<file path="src/hw/rtl/lbp_riu2_pixel_stream_assert.svh">
// ============================================================================
// LBP riu2 pixel stream assertion macros
// Concurrent assertion wrappers; define ASSERT_OFF to compile them away.
// ============================================================================
`ifndef LBP_RIU2_PIXEL_STREAM_ASSERT_SVH
`define LBP_RIU2_PIXEL_STREAM_ASSERT_SVH

`ifndef ASSERT_OFF

// same-cycle implication
`define LBP_ASSERT_IMP(lbl, clk, rstn, ante, cons) \
    lbl: assert property (@(posedge clk) disable iff (!(rstn)) (ante) |-> (cons)) \
        else $error("lbp assertion failed");

// next-cycle implication
`define LBP_ASSERT_NXT(lbl, clk, rstn, ante, cons) \
    lbl: assert property (@(posedge clk) disable iff (!(rstn)) (ante) |=> (cons)) \
        else $error("lbp assertion failed");

`else

`define LBP_ASSERT_IMP(lbl, clk, rstn, ante, cons)
`define LBP_ASSERT_NXT(lbl, clk, rstn, ante, cons)

`endif

`endif

</file>
<file path="src/hw/rtl/lbp_pkg.sv">
// ============================================================================
// LBP package
// Shared constants and types of the LBP riu2 pixel stream block.
// ============================================================================
package lbp_pkg;

    localparam int MAX_WIDTH   = 1024;
    localparam int COL_W       = $clog2(MAX_WIDTH);
    localparam int WIDTH_CFG_W = 11;
    localparam int HEIGHT_CFG_W = 12;
    localparam int ROW_W       = 12;
    localparam int PIXEL_W     = 8;
    localparam int LABEL_W     = 4;
    localparam int RING_N      = 8;
    localparam int CNT_W       = 4;

    localparam int CFG_IDX_W   = 1;
    localparam int CFG_DATA_W  = 12;

    localparam logic [CFG_IDX_W-1:0] REG_IMAGE_WIDTH  = CFG_IDX_W'(0);
    localparam logic [CFG_IDX_W-1:0] REG_IMAGE_HEIGHT = CFG_IDX_W'(1);

    localparam logic [WIDTH_CFG_W-1:0]  WIDTH_RESET  = WIDTH_CFG_W'(640);
    localparam logic [HEIGHT_CFG_W-1:0] HEIGHT_RESET = HEIGHT_CFG_W'(480);

    localparam logic [LABEL_W-1:0] NONUNIFORM_LABEL = LABEL_W'(9);
    localparam logic [CNT_W-1:0]   MAX_CHANGES      = CNT_W'(2);

    localparam int QUEUE_DEPTH = 4;
    localparam int QUEUE_PTR_W = $clog2(QUEUE_DEPTH);
    localparam int QUEUE_CNT_W = $clog2(QUEUE_DEPTH) + 1;

    // one classified neighborhood, ring order from top-left clockwise
    typedef struct packed {
        logic [RING_N-1:0] ring_bits;
        logic              frame_last;
    } lbp_entry_t;

endpackage

</file>
<file path="src/hw/rtl/lbp_queue.sv">
// ============================================================================
// LBP queue
// Short FIFO of classified neighborhoods between front and back end.
// ============================================================================
module lbp_queue (
    input  logic                            aclk,
    input  logic                            aresetn,
    input  logic                            push,
    input  lbp_pkg::lbp_entry_t             push_entry,
    input  logic                            pop,
    output logic                            out_valid,
    output lbp_pkg::lbp_entry_t             out_entry,
    output logic [lbp_pkg::QUEUE_CNT_W-1:0] count
);
    import lbp_pkg::*;

    lbp_entry_t             slot_reg [QUEUE_DEPTH];
    logic [QUEUE_PTR_W-1:0] wr_ptr_reg;
    logic [QUEUE_PTR_W-1:0] rd_ptr_reg;
    logic [QUEUE_CNT_W-1:0] count_reg;
    logic                   do_pop;

    assign out_valid = count_reg != '0;
    assign do_pop    = pop && out_valid;
    assign out_entry = slot_reg[rd_ptr_reg];
    assign count     = count_reg;

    always_ff @(posedge aclk) begin
        if (!aresetn) begin
            wr_ptr_reg <= '0;
            rd_ptr_reg <= '0;
            count_reg  <= '0;
        end else begin
            if (push) begin
                wr_ptr_reg <= wr_ptr_reg + QUEUE_PTR_W'(1);
            end
            if (do_pop) begin
                rd_ptr_reg <= rd_ptr_reg + QUEUE_PTR_W'(1);
            end
            if (push && !do_pop) begin
                count_reg <= count_reg + QUEUE_CNT_W'(1);
            end else if (!push && do_pop) begin
                count_reg <= count_reg - QUEUE_CNT_W'(1);
            end
        end
    end

    always_ff @(posedge aclk) begin
        if (push) begin
            slot_reg[wr_ptr_reg] <= push_entry;
        end
    end

endmodule

</file>
<file path="config.mk">
export PLATFORM = sky130hd
export DESIGN_NAME = lbp_queue
export DESIGN_NICKNAME = d
export VERILOG_FILES = /design/src/hw/rtl/lbp_riu2_pixel_stream_assert.svh /design/src/hw/rtl/lbp_pkg.sv /design/src/hw/rtl/lbp_queue.sv
export SDC_FILE = /design/constraint.sdc
export NUM_CORES = 1
export LEC_CHECK = 0
export BUFFER_PORTS_ARGS = -buffer_cell sky130_fd_sc_hd__buf_2
export CORE_MARGIN = 2
export CORE_UTILIZATION = 35
export CTS_CLUSTER_DIAMETER = 120
export CTS_CLUSTER_SIZE = 20
export DETAILED_ROUTE_END_ITERATION = 6
export GPL_ROUTABILITY_DRIVEN = 0
export HOLD_SLACK_MARGIN = 0.02
export SETUP_SLACK_MARGIN = 0.3
export SKIP_CTS_REPAIR_TIMING = 1
export SYNTH_ARGS = -nofsm -noshare
export SYNTH_HDL_FRONTEND = slang
export SYNTH_SLANG_ARGS = --single-unit
export TNS_END_PERCENT = 5
</file>
<file path="constraint.sdc">
create_clock -name aclk -period 3.7 [get_ports aclk]
set_input_delay 0.37 -clock aclk [delete_from_list [all_inputs] [get_ports aclk]]
set_output_delay 0.37 -clock aclk [all_outputs]
set_load 0.03 [all_outputs]
</file>
==> flow_metrics.tcl, run 1 <==
set metrics [dict create \
    async_reset_ff_share_pct 0 \
    max_freq_mhz 460 \
    initial_core_util_pct 36.9 \
    fin_cells 187 \
    rsz0062_at_grt "false" \
    finalMaxSlewViolations 0 \
    cap_violations 0 \
    die-area_mm2 0.00563 \
    setup_ws_ps 1530 \
    p_total_mw 1.33 \
    synth_seq_cells 45 \
    clk_latency_ps 290 \
    synth_most_common_cell "edfxtp_1" \
    drtAntennaViolNets 0 \
    avgSynthCellArea_um2 19.8 \
    pwr-share-comb_pct 28.1 \
    worst_setup_path_start_kind "flop" \
    synth_area_mm2 0.00177 \
    antenna_cells 0 \
    synth.net_count 108 \
    power_frac_seq_pct 50.3 \
    yosysUniqueCellTypes 19 \
    place_inst 179 \
    largest_register_ffs 36 \
    core_mm2 0.00479 \
    wl_per_cell_um 14.7 \
    yosys_warnings 0 \
    utilization_pct 42.8 \
    period_needed_ps 2170 \
    power.internal_mw 0.896 \
    crit_fanout 9 \
    synthCells 89 \
    clock_path_buffers 2 \
    nFillCells 431 \
    leakage_nw 0.716 \
    num_rows 25 \
    status "complete, no violations" \
    root_buffer "clkbuf_8" \
    grt_max_degree 14 \
    clk_pin_slew_ps 80 \
    synth_top_area_share_pct 61.2 \
    vias 839 \
    grt-ovfl-total 0 \
    tritoncts "yes" \
    critPathCaptureType "output port" \
    grt_usage_pct 11.2 \
    p_clk_share_pct 21.6 \
    grt_pass1_wl_um 4410 \
    synthTopCellsByCount "36 x edfxtp_1, 9 x and2_1, 9 x dfxtp_1, 9 x mux4_2, 5 x ha_1" \
    grt_pass1_vias 895 \
    p_sw_share_pct 32.4 \
    first_iter_violations 31 \
    yosys-top-cells-area "edfxtp_1 61%, mux4_2 11%, dfxtp_1 10%" \
    grt_antenna_before_repair 0 \
    numCtsBuffers 5 \
    arrival_ps 1800 \
    drive_gt1_share_pct 35.8 \
    fin_nets 138 \
    fin_crit_sh_pct 58.7 \
    synthToLayoutAreaGrowth_pct 15.9 \
    finalHoldViolations 0 \
    synth_area_leader_cell "edfxtp_1" \
    dieWidth_um 75.0 \
    power.switching_mw 0.430 \
    drtPass1Iterations 3 \
    clock-sinks 45 \
    hp-class "in2reg" \
    dp_slack_ps 1670 \
    worst_pin_slew_ps 628 \
    synth_edf_count 36 \
    worst_ir_drop_vdd_uv 388 \
    die_h_um 75.0 \
    vias_per_cell 4.49 \
    ys.flop_type "edfxtp_1" \
    max_slew_margin_pct 58.1 \
    place.port_buffers 25 \
    critPathKind "reg2out" \
    fin_setup_tns_ps 0 \
    wl_um 2760 \
    cts.htree.levels 2 \
    clock_skew_ps 4.45 \
    ios 26 \
    worst-endpoint-required_ps 3330 \
    drc_errors 0 \
    p_per_area_mw_per_mm2 648 \
    setup_viol 0 \
    synth_seq_area_share_pct 71.4 \
]
-- placed cells by master (no fill, tap or decap) --
cell / count
dfxtp_1: 9
buf_2: 25
xor2_1: 2
fa_1: 1
and2_1: 9
nor2b_1: 2
edfxtp_1: 36
mux4_2: 9
ha_1: 5
clkbuf_1: 2
or3_2: 1
o311ai_2: 1
or3_1: 1
xnor2_1: 3
a21boi_0: 1
inv_1: 3
o31ai_4: 1
clkbuf_8: 5
clkinvlp_4: 1
mux2i_1: 2
o21ai_0: 1
-- power by group through the flow --
stage	combinational [mW]	sequential (mW)	clock, mW
floorplan	0.305	0.660	0
global placement	0.374	0.680	0
detailed placement	0.378	0.684	0
CTS	0.379	0.672	0.301
global route	0.403	0.681	0.315
finish	0.373	0.667	0.287
-- per-stage QoR --
stage | hold WS, ps | instance area [um2]
4_1_cts | 286 | 2050
5_1_grt | 290 | 2050
6_report | 296 | 2050
3_5_place_dp | 557 | 1960
2_1_floorplan | 469 | 1770
3_3_place_gp | 540 | 1960
-- logic make-up (layout without fill, tap and decap cells) --
kind of cell               after synthesis  after routing  share of synthesized area, %
DFF                                     45             45                          71.4
and+or+nand+nor                         13             13                          4.68
muxes                                   11             11                          12.6
adders and majority gates                6              6                          4.68
xor gates and xnor gates                 5              5                          2.48
buffers and inverters                    5             36                          1.28
AOI/OAI and AO/OA                        4              4                          2.83
-- critical path, stage by stage (launching register included) --
cell and delay [ps]:
dfxtp_1 730, mux4_2 590, buf_2 190
-- final cells by class --
cell class	count	area (um2)	share of cell area [%]
flip-flops and latches	45	1260	61.6
multi-input cells	39	482	23.5
repair buffers	25	125	6.11
well taps	67	83.8	4.10
clock buffers	7	76.3	3.73
inverters	3	11.3	0.550
clock inverters	1	7.51	0.367
-- per-layer routing --
| metal | share of wire, % | up-vias | wire, um | global-route usage (%) |
|---|---|---|---|---|
| met5 | 0 | - | 0 | 0 |
| met4 | 1.5 | 0 | 40 | 5.16 |
| met3 | 6.1 | 5 | 168 | 4.15 |
| met2 | 49 | 24 | 1350 | 19.6 |
| met1 | 44 | 407 | 1200 | 12.1 |
| li1 | - | 403 | - | - |
-- path summary, 6_finish.rpt --
check / startpoint / slack (ps) / cells past startpoint / endpoint
min reg2reg: wr_ptr_reg[1] / 560 / 2 / wr_ptr_reg[1]
min: push_entry[8] / 300 / 1 / slot_reg[3][8]
max: flop / 1530 / 2 / out_entry[2]
max reg2reg: count[1] / 1650 / 7 / count[2]
Power figures use the tool's default switching activity.
==> run 2, diff against run 1 <==
Clock period 3.7 ns to 2 ns, I/O delays scaled along.
==> flow_metrics.tcl, run 2 (same netlist as run 1, synthesis figures left out) <==
set metrics [dict create \
    place_inst 180 \
    antenna_cells 0 \
    slowest_stage "dfxtp_4" \
    drive_gt1_share_pct 41.9 \
    hp-class "in2reg" \
    multiInputGateArea_um2 487 \
    worst_pin_slew_ps 502 \
    first_iter_violations 55 \
    p_per_area_mw_per_mm2 1250 \
    tritoncts "yes" \
    layout_common_cells "36 x edfxtp_1, 25 x buf_2, 9 x mux4_2, 9 x and2_1, 6 x dfxtp_1" \
    setup_viol 0 \
    synthToLayoutAreaGrowth_pct 19.8 \
    clock-sinks 45 \
    crit_fanout 5 \
    drtAntennaViolNets 0 \
    worst-endpoint-required_ps 2210 \
    cts.htree.levels 2 \
    clk_latency_ps 290 \
    arrival_ps 2120 \
    root_buffer "clkbuf_8" \
    drc_errors 0 \
    grt_antenna_before_repair 0 \
    worst_ir_drop_vdd_uv 723 \
    max_freq_mhz 525 \
    vias 889 \
    die_h_um 75.0 \
    grt_pass1_wl_um 4490 \
    p_clk_share_pct 24.4 \
    clock_skew_ps 4.58 \
    power_frac_seq_pct 45.5 \
    dp_hpwl_um 1930 \
    fin_cells 191 \
    pwr-share-comb_pct 30.1 \
    status "complete, no violations" \
    clock_path_buffers 2 \
    final_common_cell "edfxtp_1" \
    fin_setup_tns_ps 0 \
    leakage_nw 0.751 \
    vias_per_cell 4.65 \
    ios 26 \
    initial_core_util_pct 36.9 \
    finalHoldViolations 0 \
    nFillCells 447 \
    cap_violations 0 \
    power.switching_mw 0.802 \
    num_rows 25 \
    die-area_mm2 0.00563 \
    numCtsBuffers 5 \
    fin_crit_sh_pct 95.2 \
    power.internal_mw 1.83 \
    largest_register_ffs 36 \
    grt_max_degree 14 \
    seq_area_mm2 0.00127 \
    rsz0062_at_grt "true" \
    critPathCaptureType "flop" \
    crit_family "adder cells" \
    cpPeakStageDelay_ps 370 \
    clk_pin_slew_ps 80 \
    period_needed_ps 1900 \
    placed_area_mm2 0.00199 \
    finalMaxSlewViolations 0 \
    worstPathCellList "o31ai_4 -> ha_2 -> inv_1 -> fa_2 -> xor2_1 -> or3_1 -> a21boi_1" \
    finalInstanceArea_mm2 0.00212 \
    grt-ovfl-total 0 \
    core_mm2 0.00479 \
    drtPass1Iterations 3 \
    max_slew_margin_pct 66.5 \
    place.port_buffers 25 \
    fin_nets 142 \
    critPathKind "reg2reg" \
    worst_setup_path_start_kind "flop" \
    dieWidth_um 75.0 \
    grt_usage_pct 11.2 \
    grt_pass1_vias 934 \
    p_sw_share_pct 30.4 \
    wl_um 2820 \
    worst-path-buf-inv 1 \
    wl_per_cell_um 14.7 \
]
-- run 2: area by class of cell --
cell class	count	share of cell area, %
timing repair buffer	29	7.33
clock inverter	2	1.60
multi-input combinational	39	23.0
clock buffer	6	3.43
inverter	3	0.532
tap	67	3.96
sequential	45	60.1
-- run 2: worst paths after layout --
path,cells after the start,startpoint,slack (ps),to
min,1,push_entry[3],130,slot_reg[0][3]
max reg2reg,7,count[1],100,count[2]
min reg2reg,2,count[2],550,count[2]
max,7,count[1],100,count[2]
-- run 2: power groups by stage --
stage                     sequential (mW)  combinational, mW  clock [mW]
after floorplan                      1.23              0.570           0
after global routing                 1.21              0.857       0.698
after CTS                            1.20              0.781       0.668
after detailed placement             1.22              0.777           0
final                                1.20              0.794       0.643
after global placement               1.21              0.765           0
-- run 2: metal layers --
layer | vias to the layer above | global-route usage (%) | share of wire [%]
met3 | 7 | 3.08 | 5.4
met5 | - | 0 | 0
met2 | 23 | 19.9 | 52
li1 | 411 | - | -
met1 | 448 | 12.7 | 41
met4 | 0 | 4.76 | 1.7
-- run 2: stage by stage --
stage               hold WS (ps)  setup slack, ps  power (mW)  util [%]
floorplan                    299              148        1.80         -
detailed placement           420             54.9        2.00      41.5
global route                 120             17.1        2.77      44.2
CTS                          115             29.7        2.65      43.7
finish                       128             95.9        2.63      44.2
global placement             410              164        1.98      41.5
==> run 3, diff against run 2 <==
Settings changed: CELL_PAD_IN_SITES_DETAIL_PLACEMENT from default to 1, CELL_PAD_IN_SITES_GLOBAL_PLACEMENT from default to 1, CORE_ASPECT_RATIO from default to 0.6, PLACE_DENSITY_LB_ADDON from default to 0.1.
==> flow_metrics.tcl, run 3 (same netlist as run 1, synthesis figures left out) <==
set metrics [dict create \
    status "complete, no violations" \
    grt_pass1_wl_um 4840 \
    fin_cells 187 \
    tritoncts "yes" \
    rsz0062_at_grt "true" \
    clk_pin_slew_ps 80 \
    numCtsBuffers 5 \
    fin_setup_tns_ps 0 \
    fin_crit_sh_pct 96.1 \
    cpPeakStageDelay_ps 380 \
    layout_common_cells "36 x edfxtp_1, 17 x buf_2, 9 x mux4_2, 9 x and2_1, 8 x buf_6" \
    p_per_area_mw_per_mm2 1250 \
    drive_gt1_share_pct 46.0 \
    worstPathCellList "o31ai_4 -> ha_2 -> inv_2 -> fa_2 -> xor2_1 -> or3_1 -> a21boi_2" \
    clock-sinks 45 \
    ios 26 \
    slowest_stage "dfxtp_4" \
    vias_per_cell 4.77 \
    grt_usage_pct 12.5 \
    die-area_mm2 0.00565 \
    grt_antenna_before_repair 0 \
    num_rows 19 \
    initial_core_util_pct 37.5 \
    synthToLayoutAreaGrowth_pct 22.0 \
    die_h_um 59.0 \
    crit_fanout 6 \
    dieWidth_um 95.7 \
    critPathKind "reg2reg" \
    clk_latency_ps 290 \
    p_total_mw 2.69 \
    first_iter_violations 36 \
    dp_slack_ps 38.2 \
    drc_errors 0 \
    grt-ovfl-total 0 \
    cap_violations 0 \
    hp-class "in2reg" \
    finalHoldViolations 0 \
    finalMaxSlewViolations 0 \
    place.port_buffers 25 \
    worst_pin_slew_ps 565 \
    clock_path_buffers 2 \
    setup_ws_ps 77.4 \
    wl_per_cell_um 17.0 \
    cts.htree.levels 2 \
    grt_pass1_vias 951 \
    clock_skew_ps 7.10 \
    largest_register_ffs 36 \
    period_needed_ps 1920 \
    worst_setup_path_start_kind "flop" \
    worst-endpoint-required_ps 2230 \
    grt_max_degree 15 \
    fin_nets 142 \
    dp_hpwl_um 2130 \
    final_common_cell "edfxtp_1" \
    antenna_cells 0 \
    place_inst 177 \
    vias 892 \
    worst_ir_drop_vdd_uv 456 \
    max_slew_margin_pct 62.4 \
    drtAntennaViolNets 0 \
    root_buffer "clkbuf_8" \
    max_freq_mhz 520 \
    leakage_nw 0.759 \
    arrival_ps 2150 \
    drtPass1Iterations 3 \
    wl_um 3180 \
    setup_viol 0 \
    core_mm2 0.00471 \
    critPathCaptureType "flop" \
]
run 3: cell count changes in the layout (fill, tap and decap cells not counted), moves of 2 or more:
| cell | before | now |
|---|---|---|
| buf_2 | 25 | 17 |
| buf_6 | 0 | 8 |
| dfxtp_1 | 6 | 4 |
| dfxtp_2 | 0 | 2 |
run 3: worst paths after layout:
path | cells past startpoint | slack, ps | startpoint | endpoint
hold / removal | 1 | 120 | push_entry[8] | slot_reg[2][8]
setup / recovery | 7 | 80 | count[1] | count[2]
hold reg to reg | 2 | 560 | wr_ptr_reg[1] | wr_ptr_reg[1]
setup reg to reg | 7 | 80 | count[1] | count[2]
run 3: critical path, delay by kind of cell (launching register included):
family | cells | cell delay, ps
buffers and inverters | 1 | 40
AOI/OAI and AO/OA | 2 | 400
DFF | 1 | 380
and+or+nand+nor | 1 | 320
adders and majority gates | 2 | 560
xor gates and xnor gates | 1 | 160
run 3: power by group:
part / internal, mW / switching [mW] / leakage, nW / total [mW]
logic: 0.441 / 0.463 / 0.307 / 0.905
clock network: 0.281 / 0.294 / 0.0445 / 0.574
registers: 1.11 / 0.0945 / 0.407 / 1.21
run 3: stage by stage:
stage          cell area, um2  hold WS, ps  utilization (%)
2_1_floorplan            1780          299                -
3_3_place_gp             1990          410             42.3
3_5_place_dp             1990          417             42.3
4_1_cts                  2080          104             44.3
5_1_grt                  2150          108             45.8
6_report                 2150          118             45.8
run 3: layer usage:
layer	vias to the layer above	global-route usage [%]	routed length, um
li1	413	-	-
met1	456	16.6	1510
met2	20	19.1	1540
met3	3	3.94	117
met4	0	5.51	18
met5	-	0	0
run 3: area by class of cell:
class                      instances  area [um2]
clock inverter                     1        7.51
timing repair buffer              29         205
tap                               63        78.8
fill                             460        2550
inverter                           3        11.3
multi-input combinational         39         490
clock buffer                       7        86.3
sequential                        45        1270
