## src/hw/rtl/lbp_riu2_pixel_stream_assert.svh

```systemverilog
// ============================================================================
// LBP riu2 pixel stream assertion macros
// Concurrent assertion wrappers; define ASSERT_OFF to compile them away.
// ============================================================================
`ifndef LBP_RIU2_PIXEL_STREAM_ASSERT_SVH
`define LBP_RIU2_PIXEL_STREAM_ASSERT_SVH

`ifndef ASSERT_OFF

// same-cycle implication
`define LBP_ASSERT_IMP(lbl, clk, rstn, ante, cons) \
    lbl: assert property (@(posedge clk) disable iff (!(rstn)) (ante) |-> (cons)) \
        else $error("lbp assertion failed");

// next-cycle implication
`define LBP_ASSERT_NXT(lbl, clk, rstn, ante, cons) \
    lbl: assert property (@(posedge clk) disable iff (!(rstn)) (ante) |=> (cons)) \
        else $error("lbp assertion failed");

`else

`define LBP_ASSERT_IMP(lbl, clk, rstn, ante, cons)
`define LBP_ASSERT_NXT(lbl, clk, rstn, ante, cons)

`endif

`endif

```

## src/hw/rtl/lbp_pkg.sv

```systemverilog
// ============================================================================
// LBP package
// Shared constants and types of the LBP riu2 pixel stream block.
// ============================================================================
package lbp_pkg;

    localparam int MAX_WIDTH   = 1024;
    localparam int COL_W       = $clog2(MAX_WIDTH);
    localparam int WIDTH_CFG_W = 11;
    localparam int HEIGHT_CFG_W = 12;
    localparam int ROW_W       = 12;
    localparam int PIXEL_W     = 8;
    localparam int LABEL_W     = 4;
    localparam int RING_N      = 8;
    localparam int CNT_W       = 4;

    localparam int CFG_IDX_W   = 1;
    localparam int CFG_DATA_W  = 12;

    localparam logic [CFG_IDX_W-1:0] REG_IMAGE_WIDTH  = CFG_IDX_W'(0);
    localparam logic [CFG_IDX_W-1:0] REG_IMAGE_HEIGHT = CFG_IDX_W'(1);

    localparam logic [WIDTH_CFG_W-1:0]  WIDTH_RESET  = WIDTH_CFG_W'(640);
    localparam logic [HEIGHT_CFG_W-1:0] HEIGHT_RESET = HEIGHT_CFG_W'(480);

    localparam logic [LABEL_W-1:0] NONUNIFORM_LABEL = LABEL_W'(9);
    localparam logic [CNT_W-1:0]   MAX_CHANGES      = CNT_W'(2);

    localparam int QUEUE_DEPTH = 4;
    localparam int QUEUE_PTR_W = $clog2(QUEUE_DEPTH);
    localparam int QUEUE_CNT_W = $clog2(QUEUE_DEPTH) + 1;

    // one classified neighborhood, ring order from top-left clockwise
    typedef struct packed {
        logic [RING_N-1:0] ring_bits;
        logic              frame_last;
    } lbp_entry_t;

endpackage

```

## src/hw/rtl/lbp_back.sv

```systemverilog
// ============================================================================
// LBP back end
// Turns compare bits into the riu2 label and holds it in the output register.
// ============================================================================
module lbp_back (
    input  logic                        aclk,
    input  logic                        aresetn,
    input  logic                        q_valid,
    input  lbp_pkg::lbp_entry_t         q_entry,
    output logic                        q_pop,
    output logic                        m_tvalid,
    input  logic                        m_tready,
    output logic [lbp_pkg::LABEL_W-1:0] m_label,
    output logic                        m_last
);
    import lbp_pkg::*;

    logic               m_valid_reg;
    logic [LABEL_W-1:0] label_reg;
    logic               last_reg;
    logic [RING_N-1:0]  bits;
    logic [RING_N-1:0]  flips;
    logic [CNT_W-1:0]   ones;
    logic [CNT_W-1:0]   changes;
    logic [LABEL_W-1:0] label_next;

    assign bits  = q_entry.ring_bits;
    // circular neighbor difference
    assign flips = bits ^ {bits[0], bits[RING_N-1:1]};

    always_comb begin
        ones    = '0;
        changes = '0;
        for (int k = 0; k < RING_N; k++) begin
            ones    = ones + CNT_W'(bits[k]);
            changes = changes + CNT_W'(flips[k]);
        end
        label_next = (changes <= MAX_CHANGES) ? LABEL_W'(ones) : NONUNIFORM_LABEL;
    end

    assign q_pop = q_valid && (!m_valid_reg || m_tready);

    always_ff @(posedge aclk) begin
        if (!aresetn) begin
            m_valid_reg <= 1'b0;
        end else if (!m_valid_reg || m_tready) begin
            m_valid_reg <= q_valid;
        end
    end

    always_ff @(posedge aclk) begin
        if (q_pop) begin
            label_reg <= label_next;
            last_reg  <= q_entry.frame_last;
        end
    end

    assign m_tvalid = m_valid_reg;
    assign m_label  = label_reg;
    assign m_last   = last_reg;

endmodule
```

## config.mk

```make
export PLATFORM = sky130hd
export DESIGN_NAME = lbp_back
export DESIGN_NICKNAME = d
export VERILOG_FILES = /design/src/hw/rtl/lbp_riu2_pixel_stream_assert.svh /design/src/hw/rtl/lbp_pkg.sv /design/src/hw/rtl/lbp_back.sv
export SDC_FILE = /design/constraint.sdc
export NUM_CORES = 1
export LEC_CHECK = 0
export ABC_AREA = 1
export BUFFER_PORTS_ARGS = -buffer_cell sky130_fd_sc_hd__buf_2
export CORE_MARGIN = 2
export CORE_UTILIZATION = 44
export DETAILED_ROUTE_END_ITERATION = 7
export GPL_ROUTABILITY_DRIVEN = 0
export PLACE_DENSITY_LB_ADDON = 0.15
export SLEW_MARGIN = 20
export SYNTH_ARGS = -nofsm -noshare
export SYNTH_HDL_FRONTEND = slang
export SYNTH_SLANG_ARGS = --single-unit
```

## constraint.sdc

```tcl
create_clock -name aclk -period 4.2 [get_ports aclk]
set_clock_uncertainty 0.2 [all_clocks]
set_input_delay 1.26 -clock aclk [delete_from_list [all_inputs] [get_ports aclk]]
set_output_delay 1.26 -clock aclk [all_outputs]
set_load 0.01 [all_outputs]
```

==> flow_metrics.tcl, run 1 <==
set metrics [dict create \
    htreeDepth 1 \
    design_area_um2 855 \
    cts_hold_buffers 0 \
    first_pass_iters 2 \
    synthesis.nets 100 \
    num_io_pins 20 \
    fin_cells 115 \
    place_inst 110 \
    placementRows 13 \
    start_util 0.487 \
    vias 494 \
    antenna_cells 0 \
    min_path_type "reg -> reg" \
    synth_cell_type_count 15 \
    syn_to_final_growth_pct 29.8 \
    setup_violations 0 \
    crit_fanout 3 \
    cp-start-kind "primary input" \
    maxCapViolCount 0 \
    overflow 0 \
    root_buffer "clkbuf_4" \
    ys_seq_area_frac 0.259 \
    postSynthAreaPerCell_um2 9.14 \
    post-route-min-period_ps 4060 \
    synthTopCellsByArea "edfxtp_1 23%, fa_1 21%, ha_1 15%" \
    grt_pass1_vias 516 \
    layout_commonest_cell "inv_1" \
    die_h_um 42.7 \
    pwr_density_cell_nw_per_um2 417 \
    drc_errors 0 \
    numCtsBuffers 3 \
    routed_wl_um 1140 \
    maxSlewViolCount 0 \
    antenna_found_initial 0 \
    cts.sinks 6 \
    period_share 0.967 \
    place.detailed.hpwl_um 1020 \
    grt_max_degree 7 \
    relSlewSlack 0.618 \
    clock_latency_ps 240 \
    numPortBuffers 19 \
    worst_slack_ps 140 \
    synth_area_um2 658 \
    dieArea_um2 1820 \
    track_usage 0.151 \
    place_area_um2 802 \
    fmax_mhz 246 \
    ant_nets 0 \
    vdd_ir_drop_max_v 0.000178 \
    synth_top_area_cell "edfxtp_1" \
    cts.clk_slew.worst_paths_ps 50 \
    worst_pin_slew_ps 574 \
    drt-initial-drc-count 4 \
    coreArea_um2 1350 \
    whs_ps 291 \
    utilization 0.633 \
    layout-drive-gt1-share 0.340 \
    cts_tree "built" \
    critical_path_arrival_ps 3850 \
    yosys_warnings 0 \
    total_power_uw 357 \
    worstSetupPathType "in -> reg" \
    fin_setup_tns_ps 0 \
    wl_per_cell_um 9.95 \
    crit_required_ps 3990 \
    grt_pass1_wl_um 2090 \
    layout_common_cells "20 x inv_1, 18 x buf_2, 10 x nand2_1" \
    nets 129 \
    die_width_um 42.7 \
    cp-end-kind "flip-flop" \
    vias_per_cell 4.30 \
    status "completed" \
    post-place-ws_ps -230 \
    clk_path_buf_depth 2 \
    hold_viol 0 \
    synthCells 72 \
    ys_ff_latch 6 \
    yosysTopAreaCellShare 0.228 \
    p_leak_nw 0.462 \
]
critical path, cell delays in order:
cell and delay [ps]:
buf_2 110, xor2_1 150, ha_1 280, inv_1 40, fa_1 470, inv_1 50
fa_1 480, ha_2 190, inv_2 40, fa_1 510, nor2_2 40, nor2_2 140
nand3_1 90
flip-flops by register name (all words and copies together), names as in the netlist:
name / count
m_label: 4
m_last: 1
m_tvalid: 1
repair_timing:
item | CTS | global route
gates resized for setup | 0 | 7
endpoints found under the setup margin | 0 | 4
setup buffers | 0 | 1
cells in the mapped netlist:
master / n
nand3_1: 2
nor2_1: 5
a21oi_1: 1
a21boi_0: 1
nor2_2: 1
fa_1: 7
xnor2_1: 2
nand2_1: 10
or2_1: 1
xor2_1: 6
dfxtp_1: 1
inv_1: 21
nand3b_1: 1
ha_1: 8
edfxtp_1: 5
kinds of logic (layout without fill, tap and decap cells):
logic type / count (synthesis) / count (layout) / synth area share
buffers and inverters: 21 / 49 / 0.120
and+or+nand+nor: 20 / 20 / 0.131
adders and majority gates: 15 / 15 / 0.365
xor gates and xnor gates: 8 / 8 / 0.106
DFF: 6 / 6 / 0.259
AOI/OAI and AO/OA: 2 / 2 / 0.0190
power by group:
group | switching, mW | total (mW) | internal, mW
combinational | 0.113 | 0.207 | 0.0936
clock | 0.0221 | 0.0582 | 0.0361
sequential | 0.00309 | 0.0915 | 0.0884
cell type report:
| cell class | instances | area (um2) |
|---|---|---|
| inverter | 21 | 78.8 |
| multi-input combinational | 45 | 422 |
| sequential | 6 | 170 |
| fill | 139 | 495 |
| timing repair buffer | 24 | 139 |
| tap | 15 | 18.8 |
| clock buffer | 4 | 26.3 |
worst paths after layout:
path | slack [ps] | cells after the start | end | start
max | 140 | 13 | m_label[3]$_SDFFCE_PN1P_ | q_entry[5]
min | 290 | 2 | m_tvalid$_SDFFE_PN0N_ | m_tvalid$_SDFFE_PN0N_
max reg2reg | 2840 | 1 | m_label[1]$_SDFFCE_PN0P_ | m_tvalid$_SDFFE_PN0N_
min reg2reg | 290 | 2 | m_tvalid$_SDFFE_PN0N_ | m_tvalid$_SDFFE_PN0N_
routing by layer:
layer,GRT usage,part of all wire,wire length (um),up-vias
met5,0,0,0,-
met1,0.180,0.48,549,221
met3,0.0383,0.017,19,0
met4,0.0375,0,0,0
met2,0.267,0.50,575,6
li1,-,-,-,267
No activity file was read; power rests on OpenSTA's default activity.
==> inputs of run 2 (changes only) <==
Settings changed: ABC_AREA 1 to unset.
==> flow_metrics.tcl, run 2 <==
set metrics [dict create \
    synth_top_area_cell "edfxtp_1" \
    rsz0062_at_grt "yes" \
    clock_latency_ps 240 \
    vias 481 \
    post_cts_buffers 0 \
    fillers 118 \
    layout_commonest_cell "buf_2" \
    yosysTopAreaCellShare 0.235 \
    max_stage_delay_ps 480 \
    ys_ff_latch 6 \
    cts.clk_slew.worst_paths_ps 40 \
    ys_seq_area_frac 0.266 \
    place.detailed.hpwl_um 956 \
    crit_required_ps 3970 \
    critical_path_arrival_ps 4040 \
    post-place-ws_ps -343 \
    worst_pin_slew_ps 449 \
    overflow 0 \
    status "complete, but fails checks" \
    die_h_um 42.1 \
    drt-met1-wl_um 413 \
    track_usage 0.143 \
    synth_cell_type_count 17 \
    slowest_stage "fa_1" \
    num_io_pins 20 \
    cp-start-kind "primary input" \
    synthCells 61 \
    synth_async_sr_flop_share 0 \
    layout_common_cells "16 x buf_2, 15 x inv_1, 8 x buf_4" \
    pwr_density_cell_nw_per_um2 422 \
    crit_fanout 2 \
    vias_per_cell 4.50 \
    utilization 0.652 \
    fmax_mhz 234 \
    start_util 0.479 \
    synthTopCellsByArea "edfxtp_1 23%, fa_1 22%, ha_1 16%" \
    period_share 1.02 \
    post-route-min-period_ps 4260 \
    coreArea_um2 1330 \
    dieArea_um2 1770 \
    routed_wl_um 1050 \
    drt-initial-drc-count 2 \
    synth_commonest_cells "18 x inv_1, 8 x ha_1, 7 x fa_1, 7 x xor2_1, 5 x edfxtp_1" \
    yosysMostFrequentCell "inv_1" \
    clk_path_buf_depth 2 \
    maxSlewViolCount 0 \
    worst_slack_ps -64.6 \
    grt_pass1_vias 496 \
    drc_errors 0 \
    cts_hold_buffers 0 \
    largest_reg_flops 4 \
    cp-end-kind "flip-flop" \
    postSynthAreaPerCell_um2 10.5 \
    hold_viol 0 \
    htreeDepth 1 \
    root_buffer "clkbuf_4" \
    wl_met3_um 59 \
    fin_cells 107 \
    violations "negative setup slack" \
    setup_violations 4 \
    placementRows 13 \
    crit_family "adder cells" \
    numPortBuffers 19 \
    ant_nets 0 \
    antenna_cells 0 \
    yosys_warnings 0 \
    place_area_um2 825 \
    wl_per_cell_um 9.84 \
    antenna_found_initial 0 \
    synth_flop_cell "edfxtp_1" \
    worstSetupPathType "in -> reg" \
    layout-drive-gt1-share 0.391 \
    p_leak_nw 0.458 \
    relSlewSlack 0.700 \
    min_path_type "reg -> reg" \
    whs_ps 423 \
    first_pass_iters 3 \
    syn_to_final_growth_pct 36.0 \
    grt_max_degree 7 \
    design_area_um2 870 \
    numCtsBuffers 3 \
    vdd_ir_drop_max_v 0.000225 \
    fin_setup_tns_ps -107 \
    grt_pass1_wl_um 1860 \
    crit_chain "buf_6 > xor2_1 > ha_1 > inv_2 > fa_1 > inv_1 > fa_1 > ha_2 > inv_2 > fa_2 > a211o_1 > a221oi_2 > o21ai_1" \
    synth_edf_count 5 \
    cts.sinks 6 \
    cp_num_buf_inv 4 \
    synthesis.nets 89 \
    nets 121 \
    maxCapViolCount 0 \
    synth_area_um2 639 \
    total_power_uw 367 \
    cts_tree "built" \
    die_width_um 42.1 \
    top_layer_used "met4" \
    place_inst 103 \
    met2_length_um 568 \
]
-- run 2: cell count changes after synthesis, moves of 2 or more --
cell     delta
inv_1       -3
nand3_1     -2
nand2_1    -10
nor2_1      -2
nor2b_1     +2
-- run 2: layout make-up --
cell class / count / area (um2) / area share
Multi-Input combinational cell: 37 / 413 / 0.475
Inverter: 18 / 67.6 / 0.0777
Clock buffer: 4 / 26.3 / 0.0302
Sequential cell: 6 / 170 / 0.196
Timing Repair Buffer: 27 / 174 / 0.200
Tap cell: 15 / 18.8 / 0.0216
-- run 2: what timing repair did --
action / 4_1_cts / 5_1_grt
pin swaps: 1 / 0
setup endpoints to repair: 4 / 4
gates cloned: 0 / 0
hold endpoints to repair: 0 / 0
resized for setup: 3 / 0
-- run 2: worst min-delay path, cell delays in order (launching register included) --
cell and delay (ps):
dfxtp_1 310, nor2b_1 160, o21a_1 120
-- run 2: layer usage --
metal  up-vias  global-route usage
li1        250                   -
met1       214               0.129
met2        15               0.281
met3         2              0.0129
met4         0               0.113
met5         -                   0
-- run 2: final timing paths --
check	startpoint	slack, ps	endpoint	cells after the start
max	q_entry[4]	-60	m_label[3]$_SDFFCE_PN1P_	13
min reg2reg	m_tvalid$_SDFFE_PN0N_	420	m_tvalid$_SDFFE_PN0N_	2
min	m_tvalid$_SDFFE_PN0N_	420	m_tvalid$_SDFFE_PN0N_	2
max reg2reg	m_tvalid$_SDFFE_PN0N_	2850	m_label[1]$_SDFFCE_PN0P_	2
-- run 2: cells by family after synthesis --
| kind of cell | share of synthesized area |
|---|---|
| buffers and inverters | 0.106 |
| adder cells (fa/ha/maj) | 0.376 |
| XOR/XNOR | 0.123 |
| AO/OA/AOI/OAI | 0.0822 |
| AND/OR/NAND/NOR | 0.0470 |
| flip-flops | 0.266 |
-- run 2: power by group --
| part | leakage, nW | switching (mW) | total (mW) | internal, mW |
|---|---|---|---|---|
| Combinational | 0.387 | 0.113 | 0.219 | 0.106 |
| Sequential | 0.0563 | 0.00325 | 0.0919 | 0.0886 |
| Clock | 0.0150 | 0.0204 | 0.0564 | 0.0360 |
| Total | 0.458 | 0.137 | 0.367 | 0.231 |
==> inputs of run 3 (changes only) <==
Settings changed: REMOVE_ABC_BUFFERS set to 1.
==> flow_metrics.tcl, run 3 (synthesized netlist as in run 2, its figures left out) <==
set metrics [dict create \
    post-route-min-period_ps 4280 \
    crit_cells 13 \
    vdd_ir_drop_max_v 0.000233 \
    die_h_um 42.1 \
    grt_max_degree 7 \
    critical_path_arrival_ps 4070 \
    pwr_density_cell_nw_per_um2 427 \
    post-place-ws_ps -652 \
    reg2reg_depth 2 \
    routed_wl_um 1190 \
    status "complete, but fails checks" \
    fin_setup_tns_ps -205 \
    coreArea_um2 1330 \
    num_io_pins 20 \
    vias_per_cell 4.67 \
    first_pass_iters 4 \
    overflow 0 \
    hold_viol 0 \
    p_leak_nw 0.459 \
    crit_chain "buf_6 > xor2_1 > ha_1 > inv_2 > fa_1 > inv_1 > fa_1 > ha_2 > inv_2 > fa_2 > a211o_1 > a221oi_2 > o21ai_1" \
    ant_nets 0 \
    setup_violations 4 \
    start_util 0.479 \
    antenna_cells 0 \
    layout_common_cells "16 x inv_1, 16 x buf_2, 8 x buf_4" \
    clock_latency_ps 240 \
    place_inst 101 \
    cts.sinks 6 \
    max_stage_delay_ps 490 \
    relSlewSlack 0.689 \
    maxSlewViolCount 0 \
    drt-initial-drc-count 9 \
    cts.clk_slew.worst_paths_ps 50 \
    grt_pass1_vias 522 \
    crit_family "adder cells" \
    period_share 1.02 \
    fin_cells 107 \
    cp_num_buf_inv 4 \
    worstSetupPathType "in -> reg" \
    clk_path_buf_depth 2 \
    violations "negative setup slack" \
    worst_pin_slew_ps 465 \
    rsz0062_at_grt "yes" \
    slowest_stage "fa_1" \
    fmax_mhz 233 \
    cp-end-kind "flip-flop" \
    wl_per_cell_um 11.1 \
    cts_tree "built" \
    whs_ps 431 \
    grt_pass1_wl_um 2140 \
    largest_reg_flops 4 \
    layout-drive-gt1-share 0.380 \
    dieArea_um2 1770 \
    maxCapViolCount 0 \
    hold_depth 2 \
    nets 121 \
    crit_required_ps 3980 \
    placementRows 13 \
    numPortBuffers 19 \
    numCtsBuffers 3 \
    place.detailed.hpwl_um 1040 \
    vias 500 \
    total_power_uw 371 \
    syn_to_final_growth_pct 36.0 \
    htreeDepth 1 \
    worst_slack_ps -83.6 \
    drc_errors 0 \
    min_path_type "reg -> reg" \
    antenna_found_initial 0 \
    cp-start-kind "primary input" \
    track_usage 0.162 \
    crit_fanout 2 \
    root_buffer "clkbuf_4" \
    die_width_um 42.1 \
]
-- run 3: tightest hold or removal path, cell delays in order (launching register included) --
cell     delay [ps]
dfxtp_1         310
nor2b_1         170
o21a_1          120
-- run 3: layout make-up --
class	instances	area (um2)
inverter	18	67.6
fill	111	464
sequential	6	170
clock buffer	4	26.3
multi-input combinational	37	413
tap	15	18.8
timing repair buffer	27	174
-- run 3: timing repair --
action                                  in CTS  in global routing
setup buffers                                2                  0
pin swaps                                   10                  0
hold buffers                                 0                  0
gates resized for setup                      8                  0
endpoints found under the setup margin       4                  4
-- run 3: per-layer routing --
layer  global-route usage  wire [um]
met3               0.0388         40
met4               0.0750         13
met1                0.201        512
met5                    0          0
met2                0.266        621
-- run 3: final timing paths --
| path | startpoint | to | slack [ps] |
|---|---|---|---|
| max | q_entry[5] | m_label[3]$_SDFFCE_PN1P_ | -80 |
| min | m_tvalid$_SDFFE_PN0N_ | m_tvalid$_SDFFE_PN0N_ | 430 |
| max reg2reg | m_tvalid$_SDFFE_PN0N_ | m_last$_DFFE_PP_ | 2830 |
| min reg2reg | m_tvalid$_SDFFE_PN0N_ | m_tvalid$_SDFFE_PN0N_ | 430 |
-- run 3: metrics by stage --
stage               utilization  area (um2)
global route              0.652         870
floorplan                     -         639
CTS                       0.652         870
finish                    0.652         870
detailed placement        0.598         798
global placement          0.598         798
-- run 3: where the power goes --
group	switching (mW)	internal [mW]	total (mW)	leakage [nW]
clock	0.0212	0.0360	0.0572	0.0150
sequential	0.00282	0.0885	0.0914	0.0563
combinational	0.115	0.107	0.223	0.388
